**src/rtl/rbid_pkg.sv**
```systemverilog
// Shared types and constants for the rotating beacon identifier block.
// Holds the SHA-256 round constants, initial hash words and the control command type.
// No dependencies.
package rbid_pkg;

   // Round count and round index width
   localparam int ROUNDS  = 64;
   localparam int ROUND_W = $clog2(ROUNDS);

   // Schedule window and hash state sizes
   localparam int SCHED_WORDS = 16;
   localparam int STATE_WORDS = 8;

   // Message length in bits (14 bytes), stored in the last block word
   localparam logic [31:0] MSG_BITS = 32'd112;

   // Padding marker that follows the last message byte
   localparam logic [15:0] PAD_MARK = 16'h8000;

   // Configuration register indexes
   localparam int CSR_INDEX_W = 2;
   localparam logic [CSR_INDEX_W-1:0] CSR_MAJOR = 2'd0;
   localparam logic [CSR_INDEX_W-1:0] CSR_MINOR = 2'd1;
   localparam logic [CSR_INDEX_W-1:0] CSR_KEY   = 2'd2;

   localparam int MAJOR_W = 16;
   localparam int MINOR_W = 16;
   localparam int KEY_W   = 48;
   localparam int CSR_DATA_W = KEY_W;

   localparam logic [31:0] K_ROUNDS [ROUNDS] = '{
      32'h428a2f98, 32'h71374491, 32'hb5c0fbcf, 32'he9b5dba5,
      32'h3956c25b, 32'h59f111f1, 32'h923f82a4, 32'hab1c5ed5,
      32'hd807aa98, 32'h12835b01, 32'h243185be, 32'h550c7dc3,
      32'h72be5d74, 32'h80deb1fe, 32'h9bdc06a7, 32'hc19bf174,
      32'he49b69c1, 32'hefbe4786, 32'h0fc19dc6, 32'h240ca1cc,
      32'h2de92c6f, 32'h4a7484aa, 32'h5cb0a9dc, 32'h76f988da,
      32'h983e5152, 32'ha831c66d, 32'hb00327c8, 32'hbf597fc7,
      32'hc6e00bf3, 32'hd5a79147, 32'h06ca6351, 32'h14292967,
      32'h27b70a85, 32'h2e1b2138, 32'h4d2c6dfc, 32'h53380d13,
      32'h650a7354, 32'h766a0abb, 32'h81c2c92e, 32'h92722c85,
      32'ha2bfe8a1, 32'ha81a664b, 32'hc24b8b70, 32'hc76c51a3,
      32'hd192e819, 32'hd6990624, 32'hf40e3585, 32'h106aa070,
      32'h19a4c116, 32'h1e376c08, 32'h2748774c, 32'h34b0bcb5,
      32'h391c0cb3, 32'h4ed8aa4a, 32'h5b9cca4f, 32'h682e6ff3,
      32'h748f82ee, 32'h78a5636f, 32'h84c87814, 32'h8cc70208,
      32'h90befffa, 32'ha4506ceb, 32'hbef9a3f7, 32'hc67178f2
   };

   localparam logic [31:0] H_INIT [STATE_WORDS] = '{
      32'h6a09e667, 32'hbb67ae85, 32'h3c6ef372, 32'ha54ff53a,
      32'h510e527f, 32'h9b05688c, 32'h1f83d9ab, 32'h5be0cd19
   };

   // Commands from the controller to the datapath
   typedef struct packed {
      logic               load;       // capture request and start a new block
      logic               round_en;   // run one compression round
      logic               fold_load;  // fold digest into the result register
      logic [ROUND_W-1:0] round;      // current round index
   } rbid_cmd_type;

endpackage

```
**src/rtl/rbid_ctrl.sv**
```systemverilog
// Controller for the rotating beacon identifier block.
// Sequences load, 64 compression rounds and the digest fold; owns the result valid.
// Depends on rbid_pkg.
module rbid_ctrl (
   input  logic                  clock,
   input  logic                  reset,
   input  logic                  req_valid,
   output logic                  req_stall,
   output logic                  rsp_valid,
   input  logic                  rsp_stall,
   output rbid_pkg::rbid_cmd_type cmd
);

   typedef enum logic [1:0] {
      ST_IDLE,
      ST_RUN,
      ST_FOLD
   } state_type;

   localparam logic [rbid_pkg::ROUND_W-1:0] LAST_ROUND =
      rbid_pkg::ROUND_W'(rbid_pkg::ROUNDS - 1);

   state_type                     state_ff, state_in;
   logic [rbid_pkg::ROUND_W-1:0]  round_ff, round_in;
   logic                          rsp_valid_ff, rsp_valid_in;
   logic                          out_free;

   // Result register can take a new value when empty or being drained
   assign out_free  = !rsp_valid_ff || !rsp_stall;
   assign req_stall = (state_ff != ST_IDLE);
   assign rsp_valid = rsp_valid_ff;

   // Next state and commands
   always_comb begin
      state_in      = state_ff;
      round_in      = round_ff;
      rsp_valid_in  = rsp_valid_ff && rsp_stall;
      cmd.load      = 1'b0;
      cmd.round_en  = 1'b0;
      cmd.fold_load = 1'b0;
      cmd.round     = round_ff;
      case (state_ff)
         ST_IDLE: begin
            if (req_valid) begin
               cmd.load = 1'b1;
               round_in = '0;
               state_in = ST_RUN;
            end
         end
         ST_RUN: begin
            cmd.round_en = 1'b1;
            round_in     = round_ff + 1'b1;
            if (round_ff == LAST_ROUND) begin
               state_in = ST_FOLD;
            end
         end
         ST_FOLD: begin
            if (out_free) begin
               cmd.fold_load = 1'b1;
               rsp_valid_in  = 1'b1;
               state_in      = ST_IDLE;
            end
         end
         default: begin
            state_in = ST_IDLE;
         end
      endcase
   end

   // Hold state and registered outputs
   always_ff @(posedge clock) begin
      if (reset) begin
         state_ff     <= ST_IDLE;
         round_ff     <= '0;
         rsp_valid_ff <= 1'b0;
      end else begin
         state_ff     <= state_in;
         round_ff     <= round_in;
         rsp_valid_ff <= rsp_valid_in;
      end
   end

`ifndef ASSERT_OFF
   // A new result only appears out of the fold step
   a_valid_from_fold: assert property (@(posedge clock) disable iff (reset)
      $rose(rsp_valid_ff) |-> $past(state_ff == ST_FOLD))
      else $error("result valid rose outside the fold step");

   // An accepted request starts the rounds at round zero
   a_accept_starts_run: assert property (@(posedge clock) disable iff (reset)
      (req_valid && !req_stall) |=> (state_ff == ST_RUN && round_ff == '0))
      else $error("accepted request did not start the rounds");

   // The last round always hands over to the fold step
   a_last_round_folds: assert property (@(posedge clock) disable iff (reset)
      (state_ff == ST_RUN && round_ff == LAST_ROUND) |=> (state_ff == ST_FOLD))
      else $error("last round did not move to fold");

   // A pending result is never overwritten while stalled
   a_no_overwrite: assert property (@(posedge clock) disable iff (reset)
      cmd.fold_load |-> (!rsp_valid_ff || !rsp_stall))
      else $error("fold loaded over a stalled result");
`endif

endmodule

```
**src/rtl/rbid_dp.sv**
```systemverilog
// Datapath for the rotating beacon identifier block.
// Holds the message schedule window, the SHA-256 working words and the result register.
// Depends on rbid_pkg.
module rbid_dp (
   input  logic                          clock,
   input  rbid_pkg::rbid_cmd_type        cmd,
   input  logic [rbid_pkg::MAJOR_W-1:0]  beacon_major,
   input  logic [rbid_pkg::MINOR_W-1:0]  beacon_minor,
   input  logic [rbid_pkg::KEY_W-1:0]    secret_key,
   input  logic [31:0]                   timestamp,
   output logic [31:0]                   rotating_id
);

   function automatic logic [31:0] rotr(input logic [31:0] x, input int n);
      rotr = (x >> n) | (x << (32 - n));
   endfunction

   function automatic logic [31:0] big_sigma0(input logic [31:0] x);
      big_sigma0 = rotr(x, 2) ^ rotr(x, 13) ^ rotr(x, 22);
   endfunction

   function automatic logic [31:0] big_sigma1(input logic [31:0] x);
      big_sigma1 = rotr(x, 6) ^ rotr(x, 11) ^ rotr(x, 25);
   endfunction

   function automatic logic [31:0] small_sigma0(input logic [31:0] x);
      small_sigma0 = rotr(x, 7) ^ rotr(x, 18) ^ (x >> 3);
   endfunction

   function automatic logic [31:0] small_sigma1(input logic [31:0] x);
      small_sigma1 = rotr(x, 17) ^ rotr(x, 19) ^ (x >> 10);
   endfunction

   logic [31:0] w_ff [rbid_pkg::SCHED_WORDS];
   logic [31:0] w_in [rbid_pkg::SCHED_WORDS];
   logic [31:0] s_ff [rbid_pkg::STATE_WORDS];
   logic [31:0] s_in [rbid_pkg::STATE_WORDS];
   logic [31:0] rot_id_ff, rot_id_in;
   logic [31:0] w_next;
   logic [31:0] t1, t2;
   logic [31:0] ch_val, maj_val;

   // Next schedule word from the sliding window
   assign w_next = w_ff[0] + small_sigma0(w_ff[1]) + w_ff[9] + small_sigma1(w_ff[14]);

   // Round functions
   assign ch_val  = (s_ff[4] & s_ff[5]) ^ (~s_ff[4] & s_ff[6]);
   assign maj_val = (s_ff[0] & s_ff[1]) ^ (s_ff[0] & s_ff[2]) ^ (s_ff[1] & s_ff[2]);
   assign t1 = s_ff[7] + big_sigma1(s_ff[4]) + ch_val
             + rbid_pkg::K_ROUNDS[cmd.round] + w_ff[0];
   assign t2 = big_sigma0(s_ff[0]) + maj_val;

   // Load the padded block or advance the schedule window
   always_comb begin
      for (int i = 0; i < rbid_pkg::SCHED_WORDS; i++) begin
         w_in[i] = w_ff[i];
      end
      if (cmd.load) begin
         for (int i = 0; i < rbid_pkg::SCHED_WORDS; i++) begin
            w_in[i] = '0;
         end
         w_in[0]  = {beacon_major, beacon_minor};
         w_in[1]  = secret_key[47:16];
         w_in[2]  = {secret_key[15:0], timestamp[31:16]};
         w_in[3]  = {timestamp[15:0], rbid_pkg::PAD_MARK};
         w_in[15] = rbid_pkg::MSG_BITS;
      end else if (cmd.round_en) begin
         for (int i = 0; i < rbid_pkg::SCHED_WORDS - 1; i++) begin
            w_in[i] = w_ff[i + 1];
         end
         w_in[rbid_pkg::SCHED_WORDS - 1] = w_next;
      end
   end

   // Initialize or rotate the working words
   always_comb begin
      for (int i = 0; i < rbid_pkg::STATE_WORDS; i++) begin
         s_in[i] = s_ff[i];
      end
      if (cmd.load) begin
         for (int i = 0; i < rbid_pkg::STATE_WORDS; i++) begin
            s_in[i] = rbid_pkg::H_INIT[i];
         end
      end else if (cmd.round_en) begin
         s_in[7] = s_ff[6];
         s_in[6] = s_ff[5];
         s_in[5] = s_ff[4];
         s_in[4] = s_ff[3] + t1;
         s_in[3] = s_ff[2];
         s_in[2] = s_ff[1];
         s_in[1] = s_ff[0];
         s_in[0] = t1 + t2;
      end
   end

   // Fold the final digest words by XOR
   always_comb begin
      rot_id_in = '0;
      for (int i = 0; i < rbid_pkg::STATE_WORDS; i++) begin
         rot_id_in = rot_id_in ^ (rbid_pkg::H_INIT[i] + s_ff[i]);
      end
   end

   // Payload registers
   always_ff @(posedge clock) begin
      for (int i = 0; i < rbid_pkg::SCHED_WORDS; i++) begin
         w_ff[i] <= w_in[i];
      end
      for (int i = 0; i < rbid_pkg::STATE_WORDS; i++) begin
         s_ff[i] <= s_in[i];
      end
      if (cmd.fold_load) begin
         rot_id_ff <= rot_id_in;
      end
   end

   assign rotating_id = rot_id_ff;

endmodule

```
**src/rtl/rotating_beacon_id_sha256_fold.sv**
```systemverilog
// Rotating beacon identifier: SHA-256 over major, minor, key and timestamp, XOR-folded to 32 bits.
// A result is loaded once the rounds are done and the fold step finds the result register free.
// The single shared round unit takes a new request only after the previous one has been folded.
// The result register is separate, so the next request is taken while a result waits.
// Reset (synchronous): controller idle, no result pending, configuration registers cleared.
// Depends on rbid_pkg, rbid_ctrl and rbid_dp.
module rotating_beacon_id_sha256_fold (
   input  logic                                clock,
   input  logic                                reset,
   // Request channel
   input  logic                                req_valid,
   output logic                                req_stall,
   input  logic [31:0]                         req_timestamp,
   // Result channel
   output logic                                rsp_valid,
   input  logic                                rsp_stall,
   output logic [31:0]                         rsp_rotating_id,
   // Configuration write channel
   input  logic                                csr_valid,
   output logic                                csr_ready,
   input  logic [rbid_pkg::CSR_INDEX_W-1:0]    csr_index,
   input  logic [rbid_pkg::CSR_DATA_W-1:0]     csr_data
);

   rbid_pkg::rbid_cmd_type              cmd;
   logic [rbid_pkg::MAJOR_W-1:0]        major_ff, major_in;
   logic [rbid_pkg::MINOR_W-1:0]        minor_ff, minor_in;
   logic [rbid_pkg::KEY_W-1:0]          key_ff, key_in;

   // Configuration writes are always taken
   assign csr_ready = 1'b1;

   // Decode register writes; unknown indexes drop the write
   always_comb begin
      major_in = major_ff;
      minor_in = minor_ff;
      key_in   = key_ff;
      if (csr_valid && csr_ready) begin
         case (csr_index)
            rbid_pkg::CSR_MAJOR: major_in = csr_data[rbid_pkg::MAJOR_W-1:0];
            rbid_pkg::CSR_MINOR: minor_in = csr_data[rbid_pkg::MINOR_W-1:0];
            rbid_pkg::CSR_KEY:   key_in   = csr_data[rbid_pkg::KEY_W-1:0];
            default: begin
            end
         endcase
      end
   end

   // Hold configuration
   always_ff @(posedge clock) begin
      if (reset) begin
         major_ff <= '0;
         minor_ff <= '0;
         key_ff   <= '0;
      end else begin
         major_ff <= major_in;
         minor_ff <= minor_in;
         key_ff   <= key_in;
      end
   end

   rbid_ctrl u_ctrl (
      .clock     (clock),
      .reset     (reset),
      .req_valid (req_valid),
      .req_stall (req_stall),
      .rsp_valid (rsp_valid),
      .rsp_stall (rsp_stall),
      .cmd       (cmd)
   );

   rbid_dp u_dp (
      .clock        (clock),
      .cmd          (cmd),
      .beacon_major (major_ff),
      .beacon_minor (minor_ff),
      .secret_key   (key_ff),
      .timestamp    (req_timestamp),
      .rotating_id  (rsp_rotating_id)
   );

endmodule
```
**config.mk**
```make
export PLATFORM = sky130hd
export DESIGN_NAME = rotating_beacon_id_sha256_fold
export DESIGN_NICKNAME = d
export VERILOG_FILES = /design/src/rtl/rbid_pkg.sv /design/src/rtl/rbid_ctrl.sv /design/src/rtl/rbid_dp.sv /design/src/rtl/rotating_beacon_id_sha256_fold.sv
export SDC_FILE = /design/constraint.sdc
export NUM_CORES = 2
export LEC_CHECK = 0
export BUFFER_PORTS_ARGS = -buffer_cell sky130_fd_sc_hd__clkbuf_2
export CORE_MARGIN = 4
export CORE_UTILIZATION = 60
export DETAILED_ROUTE_END_ITERATION = 8
export GPL_TIMING_DRIVEN = 0
export PLACE_DENSITY_LB_ADDON = 0.1
export SETUP_SLACK_MARGIN = 0.3
export SLEW_MARGIN = 20
export SYNTH_ARGS = -nofsm -noshare
export SYNTH_HDL_FRONTEND = slang
export SYNTH_SLANG_ARGS = --single-unit
```
**constraint.sdc**
```tcl
create_clock -name clock -period 12.11 [get_ports clock]
set_input_delay 2.422 -clock clock [delete_from_list [all_inputs] [get_ports clock]]
set_output_delay 2.422 -clock clock [all_outputs]
set_load 0.02 [all_outputs]
```
# --- Word level (Yosys, flattened, before mapping) ---
# Memories as Yosys holds them, arrays and structs flattened.
# Index checks and enable logic that the tools add are counted.
totals:
  regBits: 121
  latch_bits: 0
  mem_count: 3
  in_bits: 87
  ramBits: 768
  elab_cells: 105
  romBits: 2048
classes:
  n_reduce_logical: 13
  magnitude_cmp: 1
  n_shift: 0
  multipliers: 0
  n_addsub: 19
  n_div: 0
  eq_ne: 8
  mux: 19
  n_bitwise: 35
mem_list:
  columns: ["name", "words", "width", "read_ports", "rd_clocked_by_memory_dff", "wr", "line_no", "rtl"]
  rows:
  - ["(no name shown)", 64, 32, 1, 0, 0, "rbid_dp.sv:50", "+ rbid_pkg::K_ROUNDS[cmd.round] + w_ff[0];"]
  - ["u_dp.w_ff", 16, 32, 16, 0, 16, "rbid_dp.sv:34", "logic [31:0] w_ff [rbid_pkg::SCHED_WORDS];"]
  - ["u_dp.s_ff", 8, 32, 8, 0, 8, "rbid_dp.sv:36", "logic [31:0] s_ff [rbid_pkg::STATE_WORDS];"]
op_table:
  columns: ["op", "count"]
  rows:
  - ["512-bit two-way mux", 2]
  - ["256-bit two-way mux", 2]
  - ["32-bit XOR", 16]
  - ["32-bit adder", 10]
  - ["32-bit bitwise AND", 5]
  - ["31-bit by 32-bit adder with 32-bit output, first input constant", 3]
  - ["32-bit adder, first input constant", 3]
  - ["32-bit two-way mux", 2]
  - ["29-bit by 32-bit adder with 32-bit output, first input constant", 1]
  - ["30-bit by 32-bit adder with 32-bit output, first input constant", 1]
  - ["32-bit NOT", 1]
  - ["10-bit by 32-bit OR with 32-bit output", 1]
  - ["13-bit by 32-bit OR with 32-bit output", 1]
  - ["14-bit by 32-bit OR with 32-bit output", 1]
  - ["15-bit by 32-bit OR with 32-bit output", 1]
  - ["19-bit by 32-bit OR with 32-bit output", 1]
  - ["21-bit by 32-bit OR with 32-bit output", 1]
  - ["25-bit by 32-bit OR with 32-bit output", 1]
  - ["26-bit by 32-bit OR with 32-bit output", 1]
  - ["30-bit by 32-bit OR with 32-bit output", 1]
  - ["7-bit by 32-bit OR with 32-bit output", 1]
  - ["32-bit by 22-bit XOR with 32-bit output", 1]
  - ["32-bit by 29-bit XOR with 32-bit output", 1]
  - ["6-bit one-hot mux with 2 select lines", 1]
  - ["other kinds (19)", 36]

# --- Depth between registers and ports, before layout ---
# An unclocked memory read counts as a cell.
depth:
  word_depth: 11
  ltp_mapped: 38
  ltp_nobuf: 37

# --- Modules after synthesis ---
# A second synthesis with hierarchy kept.
hier_totals:
  hier_cells: 6155
  hier_area_um2: 55991.2
modules_own_cells:
  columns: ["mod", "area_per_inst_um2", "n_inst", "cells_each"]
  rows:
  - ["rbid_dp", 52141.3, 1, 5783]
  - ["rotating_beacon_id_sha256_fold", 3410.8, 1, 320]
  - ["rbid_ctrl", 439.2, 1, 52]

# --- Worst setup path before layout ---
# Ideal clock, no wire load.
synth_path:
  kind: "flip-flop to flip-flop"
  start: "reg u_ctrl.round_ff[1] (netlist name)"
  end: "mem u_dp.s_ff[0][29]"
  period_less_slack_ps: 8190
  arrival_time_ps: 8058
  setup_slack_ps: 3920
  setup_time_ps: 132
  path_buffers: 2
  path_stages_with_launch: 37
  cell_sequence: "dfxtp_1 clkbuf_1 inv_1 ha_1 clkbuf_1 nor2_1 nor3_1 a21oi_1 a211oi_1 a31oi_1 fa_1 fa_1 inv_1 fa_1 inv_1 ha_1 a21o_1 a21oi_1 o21bai_1 a2111oi_0 nor4_1 o21bai_1 nand2_1 a21o_1 a21oi_1 xnor2_1 fa_1 ha_1 a21o_1 a21oi_1 nor2b_1 or2_2 a21o_1 a31o_2 a41oi_1 xor2_1 a21oi_1"
synth_rtl:
  columns: ["element", "line_no", "rtl"]
  rows:
  - ["start, declared", "rbid_ctrl.sv:24", "logic [rbid_pkg::ROUND_W-1:0] round_ff, round_in;"]
  - ["start signal, assigned", "rbid_ctrl.sv:78", "round_ff <= round_in;"]
  - ["end, declared", "rbid_dp.sv:36", null]

==> results_dict.tcl <==
set metrics [dict create \
    fp.coreArea_mm2 0.0837 \
    grt_pass1_wl_um 280000 \
    die_w_um 298 \
    hold_path_class "reg -> reg" \
    path_class "reg -> reg" \
    tritoncts "yes" \
    vias_per_cell 6.51 \
    antenna_found_initial 6 \
    port_buffers 119 \
    layout.nets 5844 \
    drive_above_1_share 0.0644 \
    io_pins 122 \
    cts_max_level 3 \
    clock_skew_ns 0.0694 \
    synth.area.top_cells "dfxtp_1 (29%), xnor2_1 (12%), a22o_1 (9.6%)" \
    worstPathMaxFanout 10 \
    start_util 0.605 \
    fin_crit_sh 0.959 \
    ys_warn_count 0 \
    stdcell_area_mm2 0.0560 \
    post_drt_wl_per_cell_um 29.4 \
    path_clk_slew_ns 0.06 \
    worst_pin_slew_ns 1.30 \
    slew_violations 0 \
    yosys_register_bits 889 \
    grt_pass1_vias 41700 \
    post-dp-hpwl_um 152000 \
    synth-async-reset-ratio 0 \
    hold_viol 0 \
    status "complete, no violations" \
    crit_arrival_ns 12.13 \
    endpoint_kind "flip-flop" \
    numCtsBuffers 92 \
    clkSinkCount 889 \
    synth_cell_types 93 \
    grt_usage 0.428 \
    synth_area_leader_cell "dfxtp_1" \
    preCtsSetupSlack_ns 0.357 \
    ant_nets 0 \
    max_slew_margin 0.131 \
    grt_max_degree 41 \
    fp.dieH_um 298 \
    routed_wl_um 195000 \
    yosysSeqAreaShare 0.380 \
    netlist_area_mm2 0.0506 \
    fill_cells 6677 \
    avgSynthCellArea_um2 9.74 \
    cts_root_buf "clkbuf_16" \
    die_area_mm2 0.0891 \
    fin_util 0.669 \
    place_congestion 1.07 \
    std_cell_rows 106 \
    setup_tns_ns 0 \
    syn_to_final_growth_pct 10.6 \
    cp.required_ns 12.63 \
    drtIter0Drc 5468 \
    syn-num-nets 5625 \
    netlist_instances 5197 \
    slowest_stage "o21ai_0" \
    finalSetupViolations 0 \
    layout_setup_ws_ns 0.500 \
    worst_skew_pair.late_latency_ns 0.70 \
    dr.pass1.iters 6 \
    fmax_ghz 0.0861 \
    synthFlopType "dfxtp_1" \
    vias 43200 \
    cts.path.max_buffers 3 \
    max_stage_delay_ns 1.02 \
    drcViolationCount 0 \
    yosysTopAreaCellShare 0.295 \
    maxCapViolCount 0 \
    rsz0062_at_grt "false" \
    finalCriticalPeriod_ns 11.61 \
    overflow 0 \
    critical_path.startpoint_type "flip-flop" \
    synth-edff-count 144 \
    post_dp_cell_area_mm2 0.0528 \
]
critical path: cells and delay by family, from the launching register on:
family,cells,cell delay [ns]
AO/OA/AOI/OAI,14,4.03
adder cells (fa/ha/maj),6,2.71
buffers and inverters,5,2.63
AND/OR/NAND/NOR,6,1.08
XOR/XNOR,2,0.63
flip-flops,1,0.37
metrics by stage:
| stage | hold slack, ns | std cells |
|---|---|---|
| floorplan | 0.420 | 5197 |
| global placement | 0.435 | 6450 |
| detailed placement | 0.442 | 6456 |
| CTS | 0.455 | 6628 |
| global route | 0.475 | 6628 |
| finish | 0.455 | 6630 |
state kept, by name, indices dropped and copies added, names as in the netlist:
register          flops
key_ff               48
u_ctrl.rsp_valid      1
u_dp.rotating_id     32
u_ctrl.round_ff       6
major_ff             16
u_ctrl.state_ff       2
u_dp.s_ff           256
minor_ff             16
u_dp.w_ff           512
cells by family after synthesis:
kind of cell,count (synthesis),share of synthesized area
compound gates,1563,0.224
simple gates,920,0.0820
flops,889,0.380
xor+xnor,802,0.142
buf+inv,618,0.0461
fa+ha+maj,361,0.116
mux,43,0.0100
other cells,1,0.0000741
cell usage after synthesis (9+ instances only):
cell type,number
a211oi_1,34
a21boi_0,12
a21o_1,65
a21oi_1,311
a22o_1,555
a31oi_1,30
and2_1,13
and3_1,18
buf_1,31
clkbuf_1,350
dfxtp_1,745
edfxtp_1,144
fa_1,188
ha_1,153
inv_1,227
maj3_1,20
mux2_2,22
mux2i_1,17
nand2_1,397
nand2b_1,27
nand3_1,69
nand3b_1,10
nand4_1,10
nor2_1,209
nor2b_1,24
nor3_1,66
nor4_1,18
o211ai_1,29
o21a_1,29
o21ai_0,228
o21ai_1,9
o21bai_1,29
o22a_1,87
o22ai_1,9
o311ai_0,10
o31ai_1,23
or2_2,14
or3_1,15
xnor2_1,666
xnor3_1,9
xor2_1,126
path summary, 6_finish.rpt:
path                        to  cells after the start  slack, ns                from
min          u_dp.w_ff[1][240]                      2       0.45   u_dp.w_ff[1][240]
min reg2reg  u_dp.w_ff[1][240]                      2       0.45   u_dp.w_ff[1][240]
max           u_dp.s_ff[0][29]                     33       0.50  u_ctrl.round_ff[3]
max reg2reg   u_dp.s_ff[0][29]                     33       0.50  u_ctrl.round_ff[3]
placed cells by master (no fill, tap or decap), drive strengths merged, types with 14 or more instances in the layout:
cell type and count:
a211oi 34, a21o 65, a21oi 311, a22o 555, a31oi 30, and3 18
buf 44, clkbuf 605, clkinv 23, dfxtp 745, edfxtp 144, fa 188
ha 153, inv 234, maj3 20, mux2 22, mux2i 17, nand2 398
nand2b 28, nand3 70, nor2 209, nor2b 25, nor3 66, nor4 19
o211ai 29, o21a 29, o21ai 239, o21bai 29, o22a 87, o31ai 23
or2 14, or3 15, xnor2 666, xor2 126
layer usage:
metal / part of all wire / vias up / GRT usage
li1: - / 18800 / -
met2: 0.42 / 2858 / 0.629
met1: 0.38 / 20800 / 0.552
met5: 0.00013 / - / 0
met3: 0.12 / 634 / 0.114
met4: 0.082 / 4 / 0.290
cell type report:
| cell class | count | area (um2) | share of cell area |
|---|---|---|---|
| Multi-Input combinational cell | 3690 | 29100 | 0.519 |
| Sequential cell | 889 | 19200 | 0.344 |
| Clock buffer | 136 | 2710 | 0.0485 |
| Buffer | 388 | 1480 | 0.0264 |
| Tap cell | 1134 | 1420 | 0.0254 |
| Inverter | 230 | 867 | 0.0155 |
| Timing Repair Buffer | 125 | 726 | 0.0130 |
| Clock inverter | 36 | 450 | 0.00805 |
| Antenna cell | 2 | 5.00 | 0.0000894 |
timing repair:
item,in CTS,in global routing
hold buffers,0,0
gates resized for setup,0,8
buffers inserted,0,0
endpoints found under the setup margin,0,13
Power is left out: the tool's default activity adds up to more than one toggle a clock period on the data nets, which glitch-free logic cannot reach.
